$ cat config.mk
export PLATFORM = sky130hd
export DESIGN_NAME = sbm_cell
export DESIGN_NICKNAME = d
export VERILOG_FILES = /design/src/rtl/stereo_sad_block_match_core_macros.svh /design/src/rtl/sbm_pkg.sv /design/src/rtl/sbm_cell.sv
export SDC_FILE = /design/constraint.sdc
export NUM_CORES = 1
export LEC_CHECK = 0
export BUFFER_PORTS_ARGS = -buffer_cell sky130_fd_sc_hd__buf_2
export CAP_MARGIN = 40
export CELL_PAD_IN_SITES_DETAIL_PLACEMENT = 2
export CELL_PAD_IN_SITES_GLOBAL_PLACEMENT = 2
export CORE_ASPECT_RATIO = 1.2
export CORE_MARGIN = 1.5
export CORE_UTILIZATION = 27
export DETAILED_ROUTE_END_ITERATION = 8
export PLACE_DENSITY = 0.87
export SLEW_MARGIN = 20
export SYNTH_ARGS = -nofsm -noshare
export SYNTH_HDL_FRONTEND = slang
export SYNTH_SLANG_ARGS = --single-unit
$ cat constraint.sdc
create_clock -name i_clk -period 2.3 [get_ports i_clk]
set_input_delay 0.115 -clock i_clk [delete_from_list [all_inputs] [get_ports i_clk]]
set_output_delay 0.115 -clock i_clk [all_outputs]
set_load 0.01 [all_outputs]
$ cat src/rtl/stereo_sad_block_match_core_macros.svh
// Assertion macros for the stereo SAD block matcher.
// Included by the modules that carry concurrent assertions; no other dependencies.
`ifndef STEREO_SAD_BLOCK_MATCH_CORE_MACROS_SVH
`define STEREO_SAD_BLOCK_MATCH_CORE_MACROS_SVH
`ifndef SYNTHESIS
`define SBM_ASSERT_IMP(label, clk, rst_n, a, b) \
    label: assert property (@(posedge clk) disable iff (!rst_n) (a) |-> (b)) \
        else $error("sbm assertion failed");
`define SBM_ASSERT_NXT(label, clk, rst_n, a, b) \
    label: assert property (@(posedge clk) disable iff (!rst_n) (a) |=> (b)) \
        else $error("sbm assertion failed");
`else
`define SBM_ASSERT_IMP(label, clk, rst_n, a, b)
`define SBM_ASSERT_NXT(label, clk, rst_n, a, b)
`endif
`endif

$ cat src/rtl/sbm_pkg.sv
// Shared types, codes and helpers of the stereo SAD block matcher.
// No dependencies.
package sbm_pkg;

    typedef struct packed {
        logic [7:0] top;
        logic [7:0] mid;
        logic [7:0] bot;
    } t_col;

    typedef struct packed {
        logic shift;
        logic rotate;
    } t_cell_ctl;

    typedef enum logic [5:0] {
        S_CLEAR  = 6'b000001,
        S_IDLE   = 6'b000010,
        S_SHIFT  = 6'b000100,
        S_SEARCH = 6'b001000,
        S_DRAIN  = 6'b010000,
        S_FINISH = 6'b100000
    } t_state;

    typedef enum logic [1:0] {
        CFG_FRAME_WIDTH  = 2'd0,
        CFG_FRAME_HEIGHT = 2'd1,
        CFG_NUM_DISP     = 2'd2,
        CFG_THRESHOLD    = 2'd3
    } t_cfg_idx;

    localparam logic [10:0] FW_RESET   = 11'd640;
    localparam logic [10:0] FH_RESET   = 11'd480;
    localparam logic [6:0]  ND_RESET   = 7'd64;
    localparam logic [11:0] THR_RESET  = 12'd2296;
    localparam logic [10:0] MAX_HEIGHT = 11'd1024;
    localparam logic [11:0] MARGIN     = 12'd6;
    localparam logic [11:0] BIG_COST   = 12'hFFF;

    function automatic logic [7:0] f_absdiff(input logic [7:0] a, input logic [7:0] b);
        f_absdiff = (a > b) ? (a - b) : (b - a);
    endfunction

endpackage

$ cat src/rtl/sbm_cell.sv
// One right-image column cell of the disparity chain.
// Depends on sbm_pkg; shifts from its left neighbor or rotates from its right one.
module sbm_cell (
    input  logic              i_clk,
    input  logic              i_rst_n,
    input  sbm_pkg::t_cell_ctl i_ctl,
    input  sbm_pkg::t_col     i_shift_col,
    input  sbm_pkg::t_col     i_rot_col,
    output sbm_pkg::t_col     o_col
);
    import sbm_pkg::*;

    t_col r_col;

    always_ff @(posedge i_clk) begin
        if (!i_rst_n) begin
            r_col <= '0;
        end else if (i_ctl.shift) begin
            r_col <= i_shift_col;
        end else if (i_ctl.rotate) begin
            r_col <= i_rot_col;
        end
    end

    assign o_col = r_col;
endmodule

# [Word-level counts from Yosys, hierarchy flattened]
# Cells that the tools add are included.
[totals] regBits=24 inputBits=52 word_cells=6
[op_classes] reduce_logical=1 mux=2
[ops] op="$mux W24" count=2
[ops] op="$reduce_bool A2 Y1" count=1

# [Logic depth before layout (Yosys ltp)]
# Gate-level depths: netlist of run 1.
[logic_depth] depth_word=2 mapped_depth=4 mapped_depth_nobuf=2

# [Least setup slack after synthesis of run 1]
# Ideal clock, no wire load.
[synth_timing] kind="input to register" from="input i_ctl[0] in the netlist's numbering" to="register r_col (netlist bit o_col[0])" stages=4 arrival_time_ns=0.846 path_buffers=2 setup_slack_ns=1.338 required_time_ns=2.184 path_cell_list="buf_6 buf_12 mux2_4 o211a_1"
[synth_via] elab_chain_cells=1
[synth_lines] item="start: declaration" line_no="sbm_cell.sv:6" text="input sbm_pkg::t_cell_ctl i_ctl,"
[synth_lines] item="$reduce_bool A2 Y1 (no line)"
[synth_lines] item="end signal: assignment" line_no="sbm_cell.sv:19" text="r_col <= i_shift_col;"
[synth_lines] item="end signal: assignment" line_no="sbm_cell.sv:21" text="r_col <= i_rot_col;"
[synth_lines] item="end: declaration" line_no="sbm_cell.sv:13" text="t_col r_col;"
# Every way passes these cells.
# A chain may end at the register's enable or synchronous reset.

# [Worst setup path in the final report of run 1]
[layout_timing] from="input i_ctl[0] in the netlist's numbering" to="register r_col (netlist bit o_col[7])"
# Same word-level chain as after synthesis.

==> results.py, run 1 <==
metrics = {
    "critical_path": {
        "arrival_ns": 1.18,
        "critPathMaxStageDelay_ns": 0.39,
        "path_class": "in -> reg",
        "critical_path.cell_chain": "buf_2 > buf_4 > mux2_2 > o211a_1",
        "endpoint_kind": "register",
        "crit_required_ns": 2.46,
        "crit_fanout": 24,
        "ff2ff_path_depth": 2,
        "cp.depth": 4,
        "slowest_stage": "buf_4",
        "critical-path-top-delay-family": "buffers and inverters",
        "worstSetupStartpointType": "primary input",
        "path_buf_inv": 2,
    },
    "global_route": {
        "antenna_found_initial": 0,
        "overflow": 0,
        "track_usage_pct": 12.7,
        "grt_pass1_wl_um": 5290,
        "grt_max_degree": 49,
        "grt_pass1_vias": 1164,
    },
    "status": {
        "outcome": "finished clean",
    },
    "final_layout": {
        "stdcell_area_sq_um": 1740,
        "n_antenna_cell": 0,
        "final_nets": 230,
        "area_growth_syn_to_layout_pct": 34.1,
        "drive_gt1_share_pct": 59.1,
        "fin_cells": 234,
        "largest_reg_flops": 24,
    },
    "synth": {
        "synth.area.top_cells": "dfxtp_1 (37%), mux2_4 (23%), o211a_1 (19%)",
        "yosysTopAreaCell": "dfxtp_1",
        "async_flop_share_pct": 0,
        "syn-instance-count": 106,
        "yosys_register_bits": 24,
        "ys_types": 9,
        "syn_avg_cell_area_sq_um": 12.2,
        "synth_fp_nets": 158,
        "yosys_warnings": 0,
        "synth_common_cells": "dfxtp_1 (24), nand2b_1 (24), o211a_1 (24), mux2_4 (20)",
        "syn_area_sq_um": 1300,
        "ys_seq_area_share_pct": 37.0,
        "synth_top_area_share_pct": 37.0,
        "synth_edf_count": 0,
        "ys.flop_type": "dfxtp_1",
    },
    "detailed_routing": {
        "ant_nets": 0,
        "viasPerCell": 4.59,
        "postRouteWirelength_um": 3260,
        "drt-initial-drc-count": 31,
        "drc": 0,
        "wl_met2_um": 1720,
        "vias": 1073,
        "drt_pass1_iterations": 3,
        "wl_met1_um": 1260,
        "wl_met3_um": 254,
        "wl_per_cell_um": 13.9,
        "maxUsedRoutingLayer": "met4",
    },
    "floorplanning": {
        "dieArea_sq_um": 5230,
        "start_util_pct": 28.2,
        "num_rows": 27,
        "die_h_um": 78.9,
        "io_pins": 76,
        "die_width_um": 66.3,
        "core_sq_um": 4590,
    },
    "clock_tree": {
        "numClockSinks": 24,
        "ctsResizeCount": 0,
        "tritoncts": "yes",
        "htree_levels": 1,
        "postCtsHoldBufs": 0,
        "clock_latency_ns": 0.26,
        "cts_made_buffers": 3,
        "clk_pin_slew_ns": 0.08,
        "clockBufferDepth": 2,
        "post_cts_buffers": 0,
        "cts_root_buf": "clkbuf_8",
    },
    "timing": {
        "finalSetupViolations": 0,
        "holdWs_ns": 0.165,
        "clock_skew_ns": 0,
        "finalCritPeriodShare_pct": 44.3,
        "finalMaxSlewViolations": 0,
        "timing_hold_violations_final": 0,
        "setup_slack_ns": 1.28,
        "relSlewSlack_pct": 69.3,
        "period_needed_ns": 1.02,
        "max_freq_ghz": 0.982,
        "fin_tns_setup_ns": 0,
        "tightestPinTransition_ns": 0.460,
        "rsz0062_at_grt": "no",
    },
    "flow_run": {
        "drv_cap": 0,
    },
    "pwr": {
        "leakage_nw": 1.04,
        "ir_worst_vdd_mv": 0.198,
        "power_density_nw_per_um2": 537,
    },
    "placed_design": {
        "gp_congestion": 0.618,
        "portBuffers": 75,
        "dp_worst_setup_slack_ns": 0.985,
        "dp.cells": 230,
        "place_area_sq_um": 1670,
        "hpwl_um": 2390,
    },
    "worst_hold_path": {
        "whs_path_depth": 3,
        "hold_class": "in -> reg",
    },
}
## logic make-up (layout without fill, tap and decap cells)
family,count (synthesis),in the layout,synth area share [%]
and+or+nand+nor,24,24,11.6
DFF,24,24,37.0
muxes,24,24,26.6
AOI/OAI and AO/OA,24,24,18.5
buffers and inverters,10,80,6.27
## through the flow
stage	total power [mW]	utilization, %
2_1_floorplan	0.619	-
3_3_place_gp	0.694	36.4
3_5_place_dp	0.700	36.4
4_1_cts	0.954	37.3
5_1_grt	1.00	37.9
6_report	0.935	37.9
## layout by cell type (no fill, tap or decap)
cell type  Yosys  layout
mux2_4        20      20
buf_4          0       1
o211a_1       24      24
dfxtp_1       24      24
buf_2          3      75
buf_16         0       1
clkbuf_8       0       3
nand2b_1      24      24
mux2_2         4       4
## report_power, final
group          internal, mW  switching, mW  total, mW
Combinational         0.139         0.0907      0.229
Clock                 0.117          0.126      0.243
Sequential            0.447         0.0158      0.463
Total                 0.703          0.233      0.935
## path summary, 6_finish.rpt
path | startpoint | end | slack (ns)
max | i_ctl[0] | o_col[7] | 1.28
min | i_shift_col[4] | o_col[4] | 0.16
max reg2reg | o_col[1] | o_col[1] | 1.40
min reg2reg | o_col[16] | o_col[16] | 0.61
## layer usage
layer,vias to the layer above,GRT usage [%]
li1,520,-
met1,509,14.6
met2,42,23.3
met3,2,3.54
met4,0,2.45
met5,-,0
## worst reg2reg max path, cell delays in order (launching register included)
cell,delay (ns)
dfxtp_1,0.32
mux2_4,0.26
o211a_1,0.21
## layout make-up
class                   count  area [sq um]
clock buffers               3          41.3
flip-flops and latches     24           480
fillers                   538          2850
well taps                  58          72.6
multi-input cells          72           736
repair buffers             77           410
(Power assumes the default switching activity.)
==> inputs of run 2 (changes only) <==
CORE_UTILIZATION = 25   (was 27)
PLACE_DENSITY = 0.81   (was 0.87)
clock period = 1.02 ns   (was 2.3 ns; I/O delays follow)
==> run 2 against run 1 <==
Sequential cell count is the same. Combinational power grew 130%. Worst setup slack lost 1.2 ns. Register-to-register slack lost 1.3 ns. Largest power group unchanged. Highest routed layer unchanged.
==> results.py, run 2 (synthesized netlist as in run 1, its figures left out) <==
metrics = {
    "detailed_routing": {
        "postRouteWirelength_um": 3410,
        "wl_met1_um": 1330,
        "vias": 1106,
        "drt-initial-drc-count": 30,
        "viasPerCell": 4.65,
        "ant_nets": 0,
        "wl_per_cell_um": 14.3,
        "wl_met2_um": 1740,
        "wl_met3_um": 328,
        "drt_pass1_iterations": 3,
        "maxUsedRoutingLayer": "met4",
        "drc": 0,
    },
    "clock_tree": {
        "numClockSinks": 24,
        "cts_root_buf": "clkbuf_8",
        "clk_pin_slew_ns": 0.08,
        "ctsResizeCount": 0,
        "postCtsHoldBufs": 0,
        "cts_made_buffers": 3,
        "htree_levels": 1,
        "post_cts_buffers": 0,
        "clockBufferDepth": 2,
        "clock_latency_ns": 0.26,
        "tritoncts": "yes",
    },
    "worst_hold_path": {
        "hold_class": "in -> reg",
    },
    "final_layout": {
        "area_growth_syn_to_layout_pct": 36.8,
        "final_cell_mix": "buf_2 (75), nand2b_1 (24), o211a_1 (24), dfxtp_1 (24), mux2_4 (20)",
        "seqCellArea_sq_um": 480,
        "mostFrequentLayoutCell": "buf_2",
        "drive_gt1_share_pct": 59.6,
        "final_nets": 232,
        "n_antenna_cell": 0,
        "num-fill-cells": 578,
        "largest_reg_flops": 24,
        "multi_input_area_sq_um": 736,
    },
    "global_route": {
        "grt_max_degree": 49,
        "antenna_found_initial": 0,
        "grt_pass1_wl_um": 5390,
        "grt_pass1_vias": 1202,
        "track_usage_pct": 12.7,
        "overflow": 0,
    },
    "pwr": {
        "sequentialPowerShare_pct": 49.0,
        "clockPowerShare_pct": 25.9,
        "power_density_nw_per_um2": 1200,
        "ir_worst_vdd_mv": 0.420,
        "finalPower_mw": 2.13,
        "leakage_nw": 1.06,
        "p_switching_uw": 536,
        "combPwrFrac_pct": 25.1,
        "p_int_mw": 1.60,
        "p_sw_share_pct": 25.1,
    },
    "timing": {
        "tightestPinTransition_ns": 0.204,
        "clock_skew_ns": 0,
        "finalCritPeriodShare_pct": 88.6,
        "holdWs_ns": 0.101,
        "relSlewSlack_pct": 86.4,
        "max_freq_ghz": 1.11,
        "finalMaxSlewViolations": 0,
        "finalSetupViolations": 0,
        "rsz0062_at_grt": "no",
        "period_needed_ns": 0.904,
        "timing_hold_violations_final": 0,
    },
    "critical_path": {
        "critical_path.cell_chain": "mux2_4 > o211a_1",
        "crit_fanout": 2,
        "slowest_stage": "dfxtp_1",
        "path_class": "reg -> reg",
        "arrival_ns": 1.06,
        "worstSetupStartpointType": "register",
        "endpoint_kind": "register",
        "critPathMaxStageDelay_ns": 0.33,
        "critical-path-top-delay-family": "flip-flops",
        "crit_required_ns": 1.18,
        "path_buf_inv": 0,
    },
    "status": {
        "outcome": "finished clean",
    },
    "floorplanning": {
        "die_width_um": 68.8,
        "dieArea_sq_um": 5630,
        "io_pins": 76,
        "core_sq_um": 4970,
        "die_h_um": 81.9,
        "start_util_pct": 26.1,
        "num_rows": 28,
    },
    "placed_design": {
        "gp_congestion": 0.587,
        "portBuffers": 75,
        "hpwl_um": 2520,
    },
    "flow_run": {
        "drv_cap": 0,
    },
}
[run 2: cell count changes in the layout (fill, tap and decap cells not counted), sizes merged]
cell	change
buf	+2
[run 2: routing by layer]
metal / GRT usage, % / up-vias
met2: 23.8 / 50
met5: 0 / -
li1: - / 525
met1: 13.2 / 529
met4: 2.94 / 0
met3: 4.38 / 2
[run 2: tightest hold or removal path: cells and delay by family]
| family | cells | cell delay (ns) |
|---|---|---|
| buf+inv | 1 | 0.07 |
| compound gates | 1 | 0.13 |
| simple gates | 1 | 0.09 |
[run 2: path summary, 6_finish.rpt]
path / to / start / slack (ns) / cells after the start
worst min-delay path: o_col[15] / i_shift_col[15] / 0.10 / 3
worst min register to register: o_col[21] / o_col[21] / 0.61 / 2
worst max-delay path: o_col[8] / o_col[8] / 0.12 / 2
worst max register to register: o_col[8] / o_col[8] / 0.12 / 2
[run 2: power by group through the flow]
| stage | registers, mW | clock network (mW) | logic (mW) |
|---|---|---|---|
| 3_3_place_gp | 1.06 | 0 | 0.529 |
| 6_report | 1.04 | 0.553 | 0.535 |
| 5_1_grt | 1.06 | 0.629 | 0.589 |
| 2_1_floorplan | 1.10 | 0 | 0.296 |
| 4_1_cts | 1.05 | 0.601 | 0.547 |
| 3_5_place_dp | 1.07 | 0 | 0.545 |
[run 2: layout make-up]
| class | instances | share of cell area, % |
|---|---|---|
| clock buffers | 3 | 2.33 |
| flip-flops and latches | 24 | 27.1 |
| well taps | 60 | 4.23 |
| multi-input cells | 72 | 41.4 |
| repair buffers | 79 | 24.9 |
[run 2: through the flow]
stage | TNS [ns] | instances | area, sq um | utilization [%] | setup WS (ns)
2_1_floorplan | 0 | 106 | 1300 | - | 0.122
3_3_place_gp | 0 | 235 | 1730 | 34.9 | 0.00573
3_5_place_dp | -0.163 | 235 | 1730 | 34.9 | -0.0264
4_1_cts | 0 | 238 | 1780 | 35.7 | 0.110
5_1_grt | 0 | 238 | 1780 | 35.7 | 0.0849
6_report | 0 | 238 | 1780 | 35.7 | 0.116
==> inputs of run 3 (changes only) <==
RECOVER_POWER = 50   (was not set)
==> run 3 against run 2 <==
Utilization down 0.60 points. Sequential cell count unchanged. Sequential power hardly changed. Critical path type unchanged. Critical path depth unchanged. Worst hold slack about the same. Clock skew did not move. Worst setup slack worse by 0.0024 ns.
==> results.py, run 3 (synthesized netlist as in run 1, its figures left out) <==
metrics = {
    "floorplanning": {
        "core_sq_um": 4970,
        "io_pins": 76,
        "die_h_um": 81.9,
        "dieArea_sq_um": 5630,
        "die_width_um": 68.8,
        "num_rows": 28,
        "start_util_pct": 26.1,
    },
    "critical_path": {
        "critical-path-top-delay-family": "flip-flops",
        "critical_path.cell_chain": "mux2_4 > o211a_1",
        "arrival_ns": 1.07,
        "slowest_stage": "dfxtp_1",
        "endpoint_kind": "register",
        "crit_required_ns": 1.18,
        "critPathLaunch": "o_col[8]",
        "crit_fanout": 2,
        "crit_end": "o_col[8]",
        "path_buf_inv": 0,
        "rr_endpoint": "o_col[8]",
        "r2r_start": "o_col[8]",
        "critPathMaxStageDelay_ns": 0.33,
        "path_class": "reg -> reg",
        "ff2ff_path_depth": 2,
        "worstSetupStartpointType": "register",
        "cp.depth": 2,
        "r2r_setup_slack_ns": 0.11,
    },
    "placed_design": {
        "portBuffers": 75,
        "place_area_sq_um": 1730,
        "hpwl_um": 2520,
        "gp_congestion": 0.587,
        "dp_worst_setup_slack_ns": -0.0264,
    },
    "clock_tree": {
        "cts_root_buf": "clkbuf_8",
        "post_cts_buffers": 0,
        "clock_latency_ns": 0.26,
        "numClockSinks": 24,
        "clockBufferDepth": 2,
        "clk_pin_slew_ns": 0.08,
        "cts_made_buffers": 3,
        "postCtsHoldBufs": 0,
        "tritoncts": "yes",
        "ctsResizeCount": 0,
        "htree_levels": 1,
    },
    "detailed_routing": {
        "drc": 0,
        "ant_nets": 0,
        "postRouteWirelength_um": 3410,
        "drt-initial-drc-count": 29,
        "wl_per_cell_um": 14.3,
        "drt_pass1_iterations": 3,
        "viasPerCell": 4.64,
        "vias": 1104,
    },
    "timing": {
        "rsz0062_at_grt": "no",
        "finalMaxSlewViolations": 0,
        "tightestPinTransition_ns": 0.203,
        "period_needed_ns": 0.907,
        "fin_tns_setup_ns": 0,
        "finalCritPeriodShare_pct": 88.9,
        "setup_slack_ns": 0.113,
        "timing_hold_violations_final": 0,
        "finalSetupViolations": 0,
        "max_freq_ghz": 1.10,
        "relSlewSlack_pct": 86.5,
        "clock_skew_ns": 0,
    },
    "global_route": {
        "antenna_found_initial": 0,
        "grt_pass1_vias": 1202,
        "grt_pass1_wl_um": 5390,
        "overflow": 0,
        "grt_max_degree": 49,
        "track_usage_pct": 12.7,
    },
    "status": {
        "outcome": "finished clean",
    },
    "flow_run": {
        "drv_cap": 0,
    },
    "final_layout": {
        "area_growth_syn_to_layout_pct": 34.5,
        "fin_util_pct": 35.1,
        "mostFrequentLayoutCell": "buf_2",
        "drive_gt1_share_pct": 46.1,
        "stdcell_area_sq_um": 1750,
        "final_nets": 232,
        "largest_reg_flops": 24,
        "n_antenna_cell": 0,
        "final_cell_mix": "buf_2 (51), nand2b_1 (24), o211a_1 (24), dfxtp_1 (24), clkbuf_1 (24)",
    },
    "pwr": {
        "power_density_nw_per_um2": 1210,
        "clockPowerShare_pct": 26.1,
        "combPwrFrac_pct": 24.4,
        "sequentialPowerShare_pct": 49.5,
        "p_int_mw": 1.58,
        "p_switching_uw": 537,
        "leakage_nw": 0.972,
        "p_sw_share_pct": 25.4,
        "ir_worst_vdd_mv": 0.420,
    },
    "worst_hold_path": {
        "hold_class": "in -> reg",
    },
}
==> run 3: metal layers <==
layer	up-vias	global-route usage [%]	part of all wire [%]	wire length, um
met3	2	4.38	9.6	328
li1	525	-	-	-
met4	0	2.94	0.35	12
met5	-	0	0	0
met2	50	23.8	51	1740
met1	527	13.2	39	1330
==> run 3: through the flow <==
stage          hold slack [ns]  total power [mW]  cells
6_report                 0.100              2.12    238
2_1_floorplan            0.184              1.39    106
4_1_cts                 0.0883              2.19    238
5_1_grt                  0.104              2.26    238
3_5_place_dp             0.377              1.61    235
3_3_place_gp             0.369              1.59    235
==> run 3: area by class of cell <==
type	instances	area, sq um
Fill cell	587	3230
Multi-Input combinational cell	72	736
Sequential cell	24	480
Timing Repair Buffer	79	413
Tap cell	60	75.1
Clock buffer	3	41.3
==> run 3: power groups by stage <==
stage	Clock [mW]	Sequential, mW	Combinational [mW]
floorplan	0	1.10	0.296
global placement	0	1.06	0.529
detailed placement	0	1.07	0.545
CTS	0.601	1.05	0.547
global route	0.629	1.06	0.569
finish	0.553	1.05	0.516
==> run 3: worst register-to-register path: stages (launching register included) <==
cell and delay [ns]:
dfxtp_1 0.33, mux2_4 0.27, o211a_1 0.21
==> run 3: worst min-delay path by stage <==
stage	startpoint	endpoint	slack (ns)	cells after the start
after floorplan	i_rst_n	o_col[21]	0.18	1
after global placement	i_shift_col[1]	o_col[1]	0.37	3
after detailed placement	i_shift_col[0]	o_col[0]	0.38	3
after CTS	i_shift_col[4]	o_col[4]	0.09	3
after global routing	i_shift_col[6]	o_col[6]	0.10	3
final	i_shift_col[6]	o_col[6]	0.10	3
